**src/design/mmu_pkg.sv**
```systemverilog
// ----------------------------------------------------------------------------
// Matrix multiply unit package
// Shared widths, command and register codes, and the pipeline tag type.
// ----------------------------------------------------------------------------
`default_nettype none

package mmu_pkg;

   // Field widths fixed by the item format.
   localparam int CMD_BITS     = 2;
   localparam int COORD_BITS   = 3;
   localparam int DIM_BITS     = 4;
   localparam int RESULT_BITS  = 35;
   localparam int CSR_IDX_BITS = 2;

   // Reset value of every dimension register.
   localparam logic [DIM_BITS-1:0] DIM_RESET = 4'd8;

   typedef enum logic [CMD_BITS-1:0] {
      CMD_LOAD_A = 2'd0,
      CMD_LOAD_B = 2'd1,
      CMD_RUN    = 2'd2
   } cmd_type;

   typedef enum logic [CSR_IDX_BITS-1:0] {
      CSR_ROWS_M  = 2'd0,
      CSR_INNER_K = 2'd1,
      CSR_COLS_N  = 2'd2
   } csr_index_type;

   // Travels with each multiply through the pipeline.
   typedef struct packed {
      logic                  valid;
      logic                  first;     // first term of a dot product
      logic                  last;      // last term of a dot product
      logic                  final_one; // last term of the last element of a run
      logic [COORD_BITS-1:0] row;
      logic [COORD_BITS-1:0] col;
   } tag_type;

endpackage

`default_nettype wire

```
**src/design/mmu_if.sv**
```systemverilog
// ----------------------------------------------------------------------------
// Matrix multiply unit channels
// Request, response and register write channels with valid/ready handshake.
// ----------------------------------------------------------------------------
`default_nettype none

interface mmu_req_if #(
   parameter int ELEMENT_BITS = 16
);
   import mmu_pkg::*;

   logic                    valid;
   logic                    ready;
   logic [CMD_BITS-1:0]     command;
   logic [COORD_BITS-1:0]   row_index;
   logic [COORD_BITS-1:0]   col_index;
   logic [ELEMENT_BITS-1:0] element_value;

   modport source (output valid, command, row_index, col_index, element_value,
                   input ready);
   modport sink   (input valid, command, row_index, col_index, element_value,
                   output ready);
endinterface

interface mmu_rsp_if;
   import mmu_pkg::*;

   logic                   valid;
   logic                   ready;
   logic [RESULT_BITS-1:0] product_value;
   logic [COORD_BITS-1:0]  out_row;
   logic [COORD_BITS-1:0]  out_col;
   logic                   last_of_run;

   modport source (output valid, product_value, out_row, out_col, last_of_run,
                   input ready);
   modport sink   (input valid, product_value, out_row, out_col, last_of_run,
                   output ready);
endinterface

interface mmu_csr_if;
   import mmu_pkg::*;

   logic                    valid;
   logic                    ready;
   logic [CSR_IDX_BITS-1:0] reg_index;
   logic [DIM_BITS-1:0]     write_data;

   modport source (output valid, reg_index, write_data, input ready);
   modport sink   (input valid, reg_index, write_data, output ready);
endinterface

`default_nettype wire

```
**src/design/matrix_multiply_unit.sv**
```systemverilog
// ----------------------------------------------------------------------------
// Matrix multiply unit
// Computes C = A x B from two loaded stores, one MAC a cycle unless stalled.
// ----------------------------------------------------------------------------
// Load words are accepted back to back while no run is being walked.
// A run word keeps the block busy while the sequencer walks all M*N*K terms,
// one multiply-accumulate per cycle through the shared MAC unless stalled;
// one result word per K terms leaves through the output register.
// Reset restores the dimension registers to 8 and empties the pipeline; the
// element stores are not cleared.
`default_nettype none

module matrix_multiply_unit #(
   parameter int MAX_DIM      = 8,
   parameter int ELEMENT_BITS = 16
) (
   input wire logic  clock,
   input wire logic  reset,
   mmu_req_if.sink   req_bus,
   mmu_rsp_if.source rsp_bus,
   mmu_csr_if.sink   csr_bus
);
   import mmu_pkg::*;

   localparam int DEPTH  = MAX_DIM * MAX_DIM;
   localparam int IDX_W  = $clog2(MAX_DIM);
   localparam int ADDR_W = $clog2(DEPTH);

   // Dimension registers, written through the register channel.
   logic [DIM_BITS-1:0] rows_m_ff, rows_m_in;
   logic [DIM_BITS-1:0] inner_k_ff, inner_k_in;
   logic [DIM_BITS-1:0] cols_n_ff, cols_n_in;

   logic              req_fire;
   logic              in_range;
   logic              wr_a;
   logic              wr_b;
   logic              start;
   logic [ADDR_W-1:0] wr_addr;
   logic              busy;
   logic              rd_en;
   logic              advance;
   logic [ADDR_W-1:0] a_addr;
   logic [ADDR_W-1:0] b_addr;
   logic [ELEMENT_BITS-1:0] a_data;
   logic [ELEMENT_BITS-1:0] b_data;
   tag_type           tag;

   // The register channel never stalls.
   assign csr_bus.ready = 1'b1;

   always_comb begin
      rows_m_in  = rows_m_ff;
      inner_k_in = inner_k_ff;
      cols_n_in  = cols_n_ff;
      if (csr_bus.valid) begin
         unique case (csr_bus.reg_index)
            CSR_ROWS_M:  rows_m_in  = csr_bus.write_data;
            CSR_INNER_K: inner_k_in = csr_bus.write_data;
            CSR_COLS_N:  cols_n_in  = csr_bus.write_data;
            default:     ;  // Writes to unused indexes are dropped.
         endcase
      end
   end

   always_ff @(posedge clock) begin
      if (reset) begin
         rows_m_ff  <= DIM_RESET;
         inner_k_ff <= DIM_RESET;
         cols_n_ff  <= DIM_RESET;
      end else begin
         rows_m_ff  <= rows_m_in;
         inner_k_ff <= inner_k_in;
         cols_n_ff  <= cols_n_in;
      end
   end

   // Requests are taken whenever the sequencer is not walking a run. Loads
   // may land while the last products of a run are still draining, since
   // every read of that run has already been issued.
   assign req_bus.ready = !busy;
   assign req_fire      = req_bus.valid && req_bus.ready;

   // A load outside the store is dropped; command 3 does nothing.
   assign in_range = ({1'b0, req_bus.row_index} < (COORD_BITS + 1)'(MAX_DIM)) &&
                     ({1'b0, req_bus.col_index} < (COORD_BITS + 1)'(MAX_DIM));
   assign wr_a     = req_fire && in_range && (req_bus.command == CMD_LOAD_A);
   assign wr_b     = req_fire && in_range && (req_bus.command == CMD_LOAD_B);
   assign start    = req_fire && (req_bus.command == CMD_RUN);
   assign wr_addr  = ADDR_W'(req_bus.row_index[IDX_W-1:0]) * ADDR_W'(MAX_DIM) +
                     ADDR_W'(req_bus.col_index[IDX_W-1:0]);

   // Element stores for A and B, both row-major at row * MAX_DIM + column.
   mmu_ram #(
      .WIDTH (ELEMENT_BITS),
      .DEPTH (DEPTH)
   ) u_left_store (
      .clock   (clock),
      .wr_en   (wr_a),
      .wr_addr (wr_addr),
      .wr_data (req_bus.element_value),
      .rd_en   (rd_en),
      .rd_addr (a_addr),
      .rd_data (a_data)
   );

   mmu_ram #(
      .WIDTH (ELEMENT_BITS),
      .DEPTH (DEPTH)
   ) u_right_store (
      .clock   (clock),
      .wr_en   (wr_b),
      .wr_addr (wr_addr),
      .wr_data (req_bus.element_value),
      .rd_en   (rd_en),
      .rd_addr (b_addr),
      .rd_data (b_data)
   );

   // The sequencer steps the inner index fastest, then the column, then
   // the row, so results leave in row-major order.
   mmu_seq #(
      .MAX_DIM (MAX_DIM)
   ) u_seq (
      .clock   (clock),
      .reset   (reset),
      .start   (start),
      .rows_m  (rows_m_ff),
      .inner_k (inner_k_ff),
      .cols_n  (cols_n_ff),
      .advance (advance),
      .busy    (busy),
      .rd_en   (rd_en),
      .a_addr  (a_addr),
      .b_addr  (b_addr),
      .tag     (tag)
   );

   // Multiplier and accumulator; a full output register stalls everything
   // behind it, including the store reads.
   mmu_mac #(
      .ELEMENT_BITS (ELEMENT_BITS)
   ) u_mac (
      .clock   (clock),
      .reset   (reset),
      .tag     (tag),
      .a_data  (a_data),
      .b_data  (b_data),
      .advance (advance),
      .rsp_bus (rsp_bus)
   );

endmodule

`default_nettype wire

```
**src/design/mmu_ram.sv**
```systemverilog
// ----------------------------------------------------------------------------
// Generic single-port-write, single-port-read RAM
// One write and one registered read per cycle.
// ----------------------------------------------------------------------------
`default_nettype none

module mmu_ram #(
   parameter int WIDTH = 16,
   parameter int DEPTH = 64
) (
   input  wire logic                     clock,
   input  wire logic                     wr_en,
   input  wire logic [$clog2(DEPTH)-1:0] wr_addr,
   input  wire logic [WIDTH-1:0]         wr_data,
   input  wire logic                     rd_en,
   input  wire logic [$clog2(DEPTH)-1:0] rd_addr,
   output      logic [WIDTH-1:0]         rd_data
);

   logic [WIDTH-1:0] mem_ff [DEPTH];
   logic [WIDTH-1:0] rd_data_ff;

   always_ff @(posedge clock) begin
      if (wr_en) begin
         mem_ff[wr_addr] <= wr_data;
      end
      if (rd_en) begin
         rd_data_ff <= mem_ff[rd_addr];
      end
   end

   assign rd_data = rd_data_ff;

endmodule

`default_nettype wire

```
**src/design/mmu_seq.sv**
```systemverilog
// ----------------------------------------------------------------------------
// Matrix multiply sequencer
// Walks a run's row, column and inner index; one read pair a cycle unless stalled.
// ----------------------------------------------------------------------------
`default_nettype none

module mmu_seq #(
   parameter int MAX_DIM = 8
) (
   input  wire logic                                 clock,
   input  wire logic                                 reset,
   input  wire logic                                 start,
   input  wire logic [mmu_pkg::DIM_BITS-1:0]         rows_m,
   input  wire logic [mmu_pkg::DIM_BITS-1:0]         inner_k,
   input  wire logic [mmu_pkg::DIM_BITS-1:0]         cols_n,
   input  wire logic                                 advance,
   output      logic                                 busy,
   output      logic                                 rd_en,
   output      logic [$clog2(MAX_DIM*MAX_DIM)-1:0]   a_addr,
   output      logic [$clog2(MAX_DIM*MAX_DIM)-1:0]   b_addr,
   output      mmu_pkg::tag_type                     tag
);
   import mmu_pkg::*;

   localparam int IDX_W  = $clog2(MAX_DIM);
   localparam int ADDR_W = $clog2(MAX_DIM * MAX_DIM);

   typedef enum logic [1:0] {
      SEQ_IDLE = 2'b01,
      SEQ_RUN  = 2'b10
   } seq_state_type;

   seq_state_type state_ff, state_in;
   logic [IDX_W-1:0] m_last_ff, m_last_in;
   logic [IDX_W-1:0] k_last_ff, k_last_in;
   logic [IDX_W-1:0] n_last_ff, n_last_in;
   logic [IDX_W-1:0] r_ff, r_in;
   logic [IDX_W-1:0] c_ff, c_in;
   logic [IDX_W-1:0] t_ff, t_in;
   tag_type          tag_ff, tag_in;
   logic             issue;

   // Zero acts as one and anything above the store size saturates.
   function automatic logic [IDX_W-1:0] dim_last(input logic [DIM_BITS-1:0] v);
      logic [IDX_W-1:0] res;
      priority if (v == '0) begin
         res = '0;
      end else if (v > DIM_BITS'(MAX_DIM)) begin
         res = IDX_W'(MAX_DIM - 1);
      end else begin
         res = IDX_W'(v - DIM_BITS'(1));
      end
      return res;
   endfunction

   assign issue = (state_ff == SEQ_RUN) && advance;

   always_comb begin
      state_in  = state_ff;
      m_last_in = m_last_ff;
      k_last_in = k_last_ff;
      n_last_in = n_last_ff;
      r_in      = r_ff;
      c_in      = c_ff;
      t_in      = t_ff;
      tag_in    = tag_ff;
      unique case (state_ff)
         SEQ_IDLE: begin
            if (start) begin
               state_in  = SEQ_RUN;
               m_last_in = dim_last(rows_m);
               k_last_in = dim_last(inner_k);
               n_last_in = dim_last(cols_n);
               r_in      = '0;
               c_in      = '0;
               t_in      = '0;
            end
         end
         SEQ_RUN: begin
            if (issue) begin
               if (t_ff == k_last_ff) begin
                  t_in = '0;
                  if (c_ff == n_last_ff) begin
                     c_in = '0;
                     if (r_ff == m_last_ff) begin
                        state_in = SEQ_IDLE;
                     end else begin
                        r_in = r_ff + IDX_W'(1);
                     end
                  end else begin
                     c_in = c_ff + IDX_W'(1);
                  end
               end else begin
                  t_in = t_ff + IDX_W'(1);
               end
            end
         end
         default: begin
            state_in = SEQ_IDLE;
         end
      endcase

      // The tag lines up with the registered RAM data and holds on a stall.
      if (advance) begin
         tag_in.valid     = issue;
         tag_in.first     = (t_ff == '0);
         tag_in.last      = (t_ff == k_last_ff);
         tag_in.final_one = (t_ff == k_last_ff) && (c_ff == n_last_ff) &&
                            (r_ff == m_last_ff);
         tag_in.row       = COORD_BITS'(r_ff);
         tag_in.col       = COORD_BITS'(c_ff);
      end
   end

   always_ff @(posedge clock) begin
      if (reset) begin
         state_ff     <= SEQ_IDLE;
         tag_ff.valid <= 1'b0;
      end else begin
         state_ff     <= state_in;
         tag_ff.valid <= tag_in.valid;
      end
      m_last_ff        <= m_last_in;
      k_last_ff        <= k_last_in;
      n_last_ff        <= n_last_in;
      r_ff             <= r_in;
      c_ff             <= c_in;
      t_ff             <= t_in;
      tag_ff.first     <= tag_in.first;
      tag_ff.last      <= tag_in.last;
      tag_ff.final_one <= tag_in.final_one;
      tag_ff.row       <= tag_in.row;
      tag_ff.col       <= tag_in.col;
   end

   assign busy   = (state_ff == SEQ_RUN);
   assign rd_en  = issue;
   assign a_addr = ADDR_W'(r_ff) * ADDR_W'(MAX_DIM) + ADDR_W'(t_ff);
   assign b_addr = ADDR_W'(t_ff) * ADDR_W'(MAX_DIM) + ADDR_W'(c_ff);
   assign tag    = tag_ff;

endmodule

`default_nettype wire

```
**src/design/mmu_mac.sv**
```systemverilog
// ----------------------------------------------------------------------------
// Matrix multiply MAC unit
// Registered multiplier, accumulator and output register for result words.
// ----------------------------------------------------------------------------
`default_nettype none

module mmu_mac #(
   parameter int ELEMENT_BITS = 16
) (
   input  wire logic                    clock,
   input  wire logic                    reset,
   input  wire mmu_pkg::tag_type        tag,
   input  wire logic [ELEMENT_BITS-1:0] a_data,
   input  wire logic [ELEMENT_BITS-1:0] b_data,
   output      logic                    advance,
   mmu_rsp_if.source                    rsp_bus
);
   import mmu_pkg::*;

   localparam int PROD_W = 2 * ELEMENT_BITS;

   logic signed [PROD_W-1:0]      prod_ff, prod_in;
   tag_type                       ptag_ff, ptag_in;
   logic signed [RESULT_BITS-1:0] prod_ext;
   logic signed [RESULT_BITS-1:0] sum;
   logic signed [RESULT_BITS-1:0] acc_ff, acc_in;
   logic                          out_valid_ff, out_valid_in;
   logic [RESULT_BITS-1:0]        out_value_ff, out_value_in;
   logic [COORD_BITS-1:0]         out_row_ff, out_row_in;
   logic [COORD_BITS-1:0]         out_col_ff, out_col_in;
   logic                          out_last_ff, out_last_in;
   logic                          finish;

   // The whole pipeline holds while a result word waits to be taken.
   assign advance = !out_valid_ff || rsp_bus.ready;

   // Sign-extend or wrap the product to the result width.
   assign prod_ext = RESULT_BITS'(prod_ff);
   assign sum      = ptag_ff.first ? prod_ext : acc_ff + prod_ext;
   assign finish   = advance && ptag_ff.valid && ptag_ff.last;

   always_comb begin
      prod_in      = prod_ff;
      ptag_in      = ptag_ff;
      acc_in       = acc_ff;
      out_value_in = out_value_ff;
      out_row_in   = out_row_ff;
      out_col_in   = out_col_ff;
      out_last_in  = out_last_ff;
      out_valid_in = out_valid_ff && !rsp_bus.ready;
      if (advance) begin
         prod_in = $signed(a_data) * $signed(b_data);
         ptag_in = tag;
         if (ptag_ff.valid) begin
            acc_in = sum;
         end
      end
      if (finish) begin
         out_valid_in = 1'b1;
         out_value_in = sum;
         out_row_in   = ptag_ff.row;
         out_col_in   = ptag_ff.col;
         out_last_in  = ptag_ff.final_one;
      end
   end

   always_ff @(posedge clock) begin
      if (reset) begin
         ptag_ff.valid <= 1'b0;
         out_valid_ff  <= 1'b0;
      end else begin
         ptag_ff.valid <= ptag_in.valid;
         out_valid_ff  <= out_valid_in;
      end
      prod_ff           <= prod_in;
      ptag_ff.first     <= ptag_in.first;
      ptag_ff.last      <= ptag_in.last;
      ptag_ff.final_one <= ptag_in.final_one;
      ptag_ff.row       <= ptag_in.row;
      ptag_ff.col       <= ptag_in.col;
      acc_ff            <= acc_in;
      out_value_ff      <= out_value_in;
      out_row_ff        <= out_row_in;
      out_col_ff        <= out_col_in;
      out_last_ff       <= out_last_in;
   end

   assign rsp_bus.valid         = out_valid_ff;
   assign rsp_bus.product_value = out_value_ff;
   assign rsp_bus.out_row       = out_row_ff;
   assign rsp_bus.out_col       = out_col_ff;
   assign rsp_bus.last_of_run   = out_last_ff;

endmodule

`default_nettype wire

```
**src/flat_wrapper.sv**
```systemverilog
// flat-port wrapper written by rule: the top's interface ports become plain ports
module matrix_multiply_unit_flat import mmu_pkg::*;
#(
   parameter int MAX_DIM      = 8,
   parameter int ELEMENT_BITS = 16
)
  (clock, reset, req_bus_valid, req_bus_command, req_bus_row_index, req_bus_col_index, req_bus_element_value, req_bus_ready, rsp_bus_valid, rsp_bus_product_value, rsp_bus_out_row, rsp_bus_out_col, rsp_bus_last_of_run, rsp_bus_ready, csr_bus_valid, csr_bus_reg_index, csr_bus_write_data, csr_bus_ready);
  mmu_req_if #(.ELEMENT_BITS(ELEMENT_BITS)) req_bus_i ();
  mmu_rsp_if rsp_bus_i ();
  mmu_csr_if csr_bus_i ();
  input wire logic clock;
  input wire logic reset;
  input wire logic [$bits(req_bus_i.valid)-1:0] req_bus_valid;
  input wire logic [$bits(req_bus_i.command)-1:0] req_bus_command;
  input wire logic [$bits(req_bus_i.row_index)-1:0] req_bus_row_index;
  input wire logic [$bits(req_bus_i.col_index)-1:0] req_bus_col_index;
  input wire logic [$bits(req_bus_i.element_value)-1:0] req_bus_element_value;
  output wire logic [$bits(req_bus_i.ready)-1:0] req_bus_ready;
  output wire logic [$bits(rsp_bus_i.valid)-1:0] rsp_bus_valid;
  output wire logic [$bits(rsp_bus_i.product_value)-1:0] rsp_bus_product_value;
  output wire logic [$bits(rsp_bus_i.out_row)-1:0] rsp_bus_out_row;
  output wire logic [$bits(rsp_bus_i.out_col)-1:0] rsp_bus_out_col;
  output wire logic [$bits(rsp_bus_i.last_of_run)-1:0] rsp_bus_last_of_run;
  input wire logic [$bits(rsp_bus_i.ready)-1:0] rsp_bus_ready;
  input wire logic [$bits(csr_bus_i.valid)-1:0] csr_bus_valid;
  input wire logic [$bits(csr_bus_i.reg_index)-1:0] csr_bus_reg_index;
  input wire logic [$bits(csr_bus_i.write_data)-1:0] csr_bus_write_data;
  output wire logic [$bits(csr_bus_i.ready)-1:0] csr_bus_ready;
  assign req_bus_i.valid = req_bus_valid;
  assign req_bus_i.command = req_bus_command;
  assign req_bus_i.row_index = req_bus_row_index;
  assign req_bus_i.col_index = req_bus_col_index;
  assign req_bus_i.element_value = req_bus_element_value;
  assign req_bus_ready = req_bus_i.ready;
  assign rsp_bus_valid = rsp_bus_i.valid;
  assign rsp_bus_product_value = rsp_bus_i.product_value;
  assign rsp_bus_out_row = rsp_bus_i.out_row;
  assign rsp_bus_out_col = rsp_bus_i.out_col;
  assign rsp_bus_last_of_run = rsp_bus_i.last_of_run;
  assign rsp_bus_i.ready = rsp_bus_ready;
  assign csr_bus_i.valid = csr_bus_valid;
  assign csr_bus_i.reg_index = csr_bus_reg_index;
  assign csr_bus_i.write_data = csr_bus_write_data;
  assign csr_bus_ready = csr_bus_i.ready;
  matrix_multiply_unit #(.MAX_DIM(MAX_DIM), .ELEMENT_BITS(ELEMENT_BITS)) u_core (.clock(clock), .reset(reset), .req_bus(req_bus_i), .rsp_bus(rsp_bus_i), .csr_bus(csr_bus_i));
endmodule
```
**config.mk**
```make
export PLATFORM = sky130hd
export DESIGN_NAME = matrix_multiply_unit_flat
export DESIGN_NICKNAME = d
export VERILOG_FILES = /design/src/design/mmu_pkg.sv /design/src/design/mmu_if.sv /design/src/design/matrix_multiply_unit.sv /design/src/design/mmu_ram.sv /design/src/design/mmu_seq.sv /design/src/design/mmu_mac.sv /design/src/flat_wrapper.sv
export SDC_FILE = /design/constraint.sdc
export NUM_CORES = 2
export LEC_CHECK = 0
export BUFFER_PORTS_ARGS = -buffer_cell sky130_fd_sc_hd__buf_4
export CORE_MARGIN = 3
export CORE_UTILIZATION = 60
export CTS_CLUSTER_DIAMETER = 30
export DETAILED_ROUTE_END_ITERATION = 6
export GPL_ROUTABILITY_DRIVEN = 0
export PLACE_DENSITY_LB_ADDON = 0.15
export SLEW_MARGIN = 25
export SYNTH_ARGS = -nofsm -noshare
export SYNTH_HDL_FRONTEND = slang
export SYNTH_SLANG_ARGS = --single-unit
```
**constraint.sdc**
```tcl
create_clock -name clock -period 20 [get_ports clock]
set_clock_uncertainty 0.15 [all_clocks]
set_input_delay 2 -clock clock [delete_from_list [all_inputs] [get_ports clock]]
set_output_delay 2 -clock clock [all_outputs]
set_load 0.01 [all_outputs]
```
-- Word level (Yosys, flattened, before mapping)
Memory sizes are Yosys's and may differ from the RTL's. A register that Yosys moved wholly into a read port is not among the register bits.
Cells that the tools add are included.
- register bits after elaboration: 162
- memory bits (writable): 2048
- input port bits: 35
- output and inout port bits: 45
- word-level logic and storage cells: 118
- memories: 2
- add/sub/neg operators: 10
- multipliers: 1
- order comparisons: 3
- equality and inequality tests: 15
- muxes and demuxes: 28
- reductions and logical operators: 30
- memory list (name ; depth ; bits a word ; rd ports ; clocked after memory_dff ; write ports ; RTL line ; RTL):
    u_core.u_left_store.mem_ff ; 64 ; 16 ; 1 ; 1 ; 1 ; mmu_ram.sv:20 ; logic [WIDTH-1:0] mem_ff [DEPTH];
    u_core.u_right_store.mem_ff ; 64 ; 16 ; 1 ; 1 ; 1 ; mmu_ram.sv:20 ;
- operator list (operator ; count):
    two-way mux 3 bit ; 13
    adder 35 x 32 -> 35 bit ; 1
    two-way mux 35 bit ; 1
    multiplier 16 x 16 -> 32 bit ; 1
    adder 6 x 3 -> 6 bit ; 3
    case mux 3 bit (2 select lines) ; 3
    greater-than comparator 4 bit (second input constant) ; 3
    logical NOT 4 bit ; 3
    logical AND 1 bit ; 10
    two-way mux 2 bit ; 5
    inequality test 2 bit (second input constant) ; 5
    AND reduction 2 bit ; 5
    adder 3 x 1 -> 3 bit (second input constant) ; 3
    equality test 3 bit ; 3
    subtractor 3 x 1 -> 3 bit (second input constant) ; 3
    equality test 2 x 1 -> 1 bit (second input constant) ; 3
    equality test 2 bit (second input constant) ; 3
    AND reduction 6 bit ; 1
    two-way mux 1 bit ; 5
    AND reduction 5 bit ; 1
    logical NOT 2 bit ; 2
    case mux 2 bit (2 select lines) ; 1
    AND reduction 4 bit ; 1
    logical NOT 1 bit ; 3
    5 further kinds ; 5

-- Depth between registers and ports, before layout
- word-level depth: 6
- depth in mapped cells: 24
- gate-level depth less buffers: 23

-- Hierarchy
A second synthesis with hierarchy kept.
- cells, all modules: 5362
- area total of the unflattened synthesis: 98006.5 um^2
- by module, submodules not included (module ; times used ; cells each ; area each (um^2) ; sequential area each (um^2)):
    mmu_ram ; 2 ; 1829 ; 40202.3 ; 31230.0
    mmu_mac ; 1 ; 1540 ; 15598.7 ; 3583.4
    mmu_seq ; 1 ; 112 ; 1467.7 ; 870.8
    matrix_multiply_unit ; 1 ; 52 ; 535.5 ; 240.2

-- Least setup slack after synthesis
OpenSTA, ideal clock, no wires.
- kind: flip-flop to flip-flop
- start point: register u_core.u_left_store.rd_data_ff[10], in the netlist u_core.u_left_store.rd_data[10], read port of u_core.u_left_store.mem_ff
- end point: register u_core.u_mac.prod_ff[30], data pin
- library setup time: 0.266 ns
- arrival: 5.938 ns
- required time: 19.584 ns
- slack: 13.646 ns
- stages on the path, launching flop included: 22
- path buffers: 1
- clock period less this slack: 6.354 ns
- cells stage by stage: edfxtp_1 -> clkbuf_1 -> nand2_1 -> fa_1 -> fa_1 -> fa_1 -> fa_1 -> inv_1 -> fa_1 -> inv_1 -> fa_1 -> inv_1 -> ha_1 -> and3_1 -> nor2b_1 -> o211a_1 -> nor3_2 -> a21oi_2 -> a31o_4 -> a311oi_4 -> nor3_1 -> or3b_1
- cells in the longest elaborated chain, start to end: 1
- RTL lines (what ; RTL line ; RTL):
    start: declaration ; mmu_ram.sv:21 ; logic [WIDTH-1:0] rd_data_ff;
    multiplier 16 x 16 -> 32 bit ; mmu_mac.sv:52 ; prod_in = $signed(a_data) * $signed(b_data);
    end signal: assignment ; mmu_mac.sv:75 ; prod_ff <= prod_in;
    end: declaration ; mmu_mac.sv:22 ; logic signed [PROD_W-1:0] prod_ff, prod_in;
No other way between the ends.
A chain may end at the register's enable or synchronous reset.

-- Worst setup path in the final report
Same ends and word-level chain as after synthesis.

==> summary.txt <==
Placed design
  • Post-DP HPWL: 131000 um
  • # port buffers: 78
  • Inst Count DP: 6950
  • Place WS: 13.18 ns

Global routing
  • Initial antenna violation count: 16
  • First-pass GRT wire length: ~350000 um
  • GR Util All Layers: 0.293
  • Largest net degree at the start of global routing: 138
  • GRT overflow: 0
  • Vias in the first global route: roughly 50000

Timing
  • Min cycle time layout: 6.88 ns
  • Final setup margin: 13.12 ns
  • Hold Violations, Final: 0
  • Worst-Margin Slew: approximately 1.1 ns
  • RSZ-0062 raised after global routing: no
  • Fin. max-slew vios: 0
  • Fin crit share: 0.344
  • Slew HR: 0.235
  • Max Freq: 145 MHz
  • Final setup violation count: 0
  • Setup tns final: 0 ns
  • Min Hold Slack: 0.179 ns

Die
  • Core ar.: 159000 um2
  • Die X: 407 um
  • Die Ht: 407 um
  • Die area: 166000 um2
  • Initial core utilization: 0.606
  • Row Count: 146
  • Io pins: 80

Worst setup path
  • Worst path most repeated cell: fa_1
  • Crit path capture type: flip-flop
  • FF-to-FF setup slack: 13.12 ns
  • Crit Path Category: reg -> reg
  • CP cell instances: nand2_1, fa_1, fa_1, fa_1, fa_1, inv_1, fa_1, inv_1, fa_1, inv_1, ha_1, and3_1, nor2b_1, o211a_1, nor3_2, a21oi_2, a31o_4, a311oi_4, nor3_1, or3b_1
  • Crit-path max FO: 16
  • Max stage delay cell, worst path: edfxtp_1
  • Req. time, crit path: roughly 20 ns
  • CP Launch Type: flip-flop
  • Worst path top cell family by delay: adder cells
  • CP Buf/Inv Count: 3
  • Slowest Stage Delay on Critical Path: 0.75 ns
  • Arrival time at the worst endpoint: 7.33 ns

Clocking
  • Clk_lat worst skew: about 0.95 ns
  • CTS H-tree depth: 5
  • CTS hold repair buffers: 0
  • CTS tree: done
  • TritonCTS buffer count: 422
  • Cts repair resizes: 0
  • # clock sinks: 2242
  • Setup Fix Bufs, Post-CTS: 0
  • Worst-path clk slew: 0.04 ns
  • Clk Tree Root Cell: clkbuf_16
  • Maximum root-to-sink buffer count: 4

Layout
  • Reg area: 67200 um2
  • Fin cells: 7717
  • Area growth from synthesis to layout: 18.4%
  • FILL cells: 9193
  • Share of cells above drive strength 1: 0.290
  • Nets: 5651
  • Area of the multi-input gates: ~27000 um2

Drt
  • Via count: a little under 50000
  • DR WL/cell: approximately 30 um
  • Drt total wl: 235000 um
  • Antenna-violating nets left: 0
  • Drt first-iter violations: 6399
  • DRC: 0
  • Via density: approximately 6.4
  • DRT Pass-1 Iters: 7

Yosys
  • Syn_nets: 5196
  • Main synth FF type: edfxtp_1
  • FFs w/ async S/R, synth: 0
  • Post-Syn Instances: 4775
  • Yosys cell types: 70
  • Syn. warnings: 0
  • Synth Register Bits: 2242
  • EDFF count, synth: 2225
  • Sequential share of the synthesized area: 0.696
  • Synth Cell Area: ~96000 um2
  • Synth Area per Inst: ~20 um2

Pwr
  • Pwr dens: 111 nW/um2
  • PnR Total Power: 0.0127 W
  • Cell leakage power: 39.2 nW
  • Maximum vdd drop: 95.0 uV

Outcome
  • Status: finished clean

Min path
  • Hold WC Path Type: reg -> reg

Job
  • Max Cap Viol: 0
per-stage QoR:
stage / utilization / instance area [um2]
6_report: 0.718 / 114000
4_1_cts: 0.717 / 114000
2_1_floorplan: - / 96500
5_1_grt: 0.718 / 114000
3_5_place_dp: 0.629 / 100000
3_3_place_gp: 0.629 / 100000
worst register-to-register path: cells and delay by family (launching register included):
kind	cells	cell delay, ns
adders and majority gates	7	3.35
DFF	1	0.75
buffers and inverters	3	0.13
and+or+nand+nor	6	1.27
AOI/OAI and AO/OA	4	0.93
power by group:
group	total [W]	internal, W	switching, W	leakage, nW
sequential	0.00524	0.00523	0.0000166	20.2
combinational	0.000539	0.000204	0.000335	12.3
clock	0.00691	0.00455	0.00236	6.68
layout by cell type (no fill, tap or decap), types with 25 or more instances in the layout:
master,instances
nand2_1,207
clkbuf_16,429
inv_6,25
buf_4,233
clkbuf_1,37
a21oi_1,53
clkinv_4,28
nor2_1,175
bufinv_16,50
mux4_2,672
and2_1,118
inv_1,335
edfxtp_1,2225
clkinv_2,58
fa_1,263
a21o_1,34
clkinvlp_4,56
xor2_1,30
xnor2_1,39
ha_1,123
o21ai_0,49
clkinv_1,67
cell usage after synthesis (all sizes together) (3+ instances only):
| cell type | count | area, um2 |
|---|---|---|
| a211o | 4 | 35.0 |
| a211oi | 16 | 138 |
| a21o | 34 | 255 |
| a21oi | 55 | 283 |
| a31oi | 4 | 25.0 |
| and2 | 119 | 744 |
| and3 | 11 | 68.8 |
| buf | 102 | 538 |
| clkbuf | 111 | 418 |
| dfxtp | 17 | 340 |
| edfxtp | 2225 | 66800 |
| fa | 263 | 5270 |
| ha | 123 | 1540 |
| inv | 336 | 1260 |
| maj3 | 6 | 60.1 |
| mux2i | 8 | 80.1 |
| mux4 | 672 | 15100 |
| nand2 | 207 | 777 |
| nand2b | 23 | 144 |
| nand3 | 16 | 80.1 |
| nand3b | 6 | 45.0 |
| nand4 | 6 | 37.5 |
| nor2 | 194 | 728 |
| nor2b | 13 | 81.3 |
| nor3 | 13 | 75.1 |
| nor3b | 6 | 45.0 |
| o21a | 6 | 45.0 |
| o21ai | 57 | 293 |
| o21bai | 6 | 45.0 |
| o31a | 4 | 35.0 |
| o31ai | 7 | 71.3 |
| or2 | 3 | 18.8 |
| or3 | 4 | 25.0 |
| or3b | 3 | 26.3 |
| xnor2 | 39 | 342 |
| xor2 | 30 | 263 |
sequential cells by signal (all words and copies together), names as in the netlist, 16 cells and up:
name / count
u_core.u_mac.prod_ff: 32
u_core.u_left_store.mem_ff: 1024
u_core.u_mac.acc_ff: 35
u_core.u_right_store.rd_data: 16
u_core.u_mac.rsp_bus.product_value: 35
u_core.u_left_store.rd_data: 16
u_core.u_right_store.mem_ff: 1024
cells by family (layout without fill, tap and decap cells):
| family | count (synthesis) | count (layout) | share of synthesized area |
|---|---|---|---|
| flip-flops | 2242 | 2242 | 0.696 |
| multiplexers | 682 | 682 | 0.158 |
| AND/OR/NAND/NOR | 628 | 628 | 0.0304 |
| buffers and inverters | 549 | 1340 | 0.0230 |
| adder cells (fa/ha/maj) | 392 | 392 | 0.0712 |
| AO/OA/AOI/OAI | 212 | 212 | 0.0150 |
| XOR/XNOR | 69 | 69 | 0.00626 |
| other | 1 | 6 | 0.0000389 |
metal layers:
metal / global-route usage / vias to the layer above / wire (um)
met5: 0 / - / 77
met4: 0.0947 / 12 / 7290
met3: 0.0730 / 487 / 23800
met2: 0.450 / 2842 / 112000
met1: 0.420 / 25910 / 91300
li1: - / 19912 / -
cell type report:
type | instances | area share
Inverter | 336 | 0.0110
Antenna cell | 5 | 0.000110
Clock inverter | 294 | 0.0270
Multi-Input combinational cell | 1984 | 0.238
Sequential cell | 2242 | 0.588
Clock buffer | 466 | 0.0952
Tap cell | 2146 | 0.0235
Timing Repair Buffer | 244 | 0.0171
final timing paths:
path / from / to / cells past startpoint
setup / recovery: u_core.u_left_store.rd_data[10] / u_core.u_mac.prod_ff[30] / 20
hold / removal: u_core.u_seq.tag[0] / u_core.u_mac.ptag_ff[0] / 0
setup reg to reg: u_core.u_left_store.rd_data[10] / u_core.u_mac.prod_ff[30] / 20
hold reg to reg: u_core.u_seq.tag[0] / u_core.u_mac.ptag_ff[0] / 0
No activity file was read; power rests on OpenSTA's default activity.
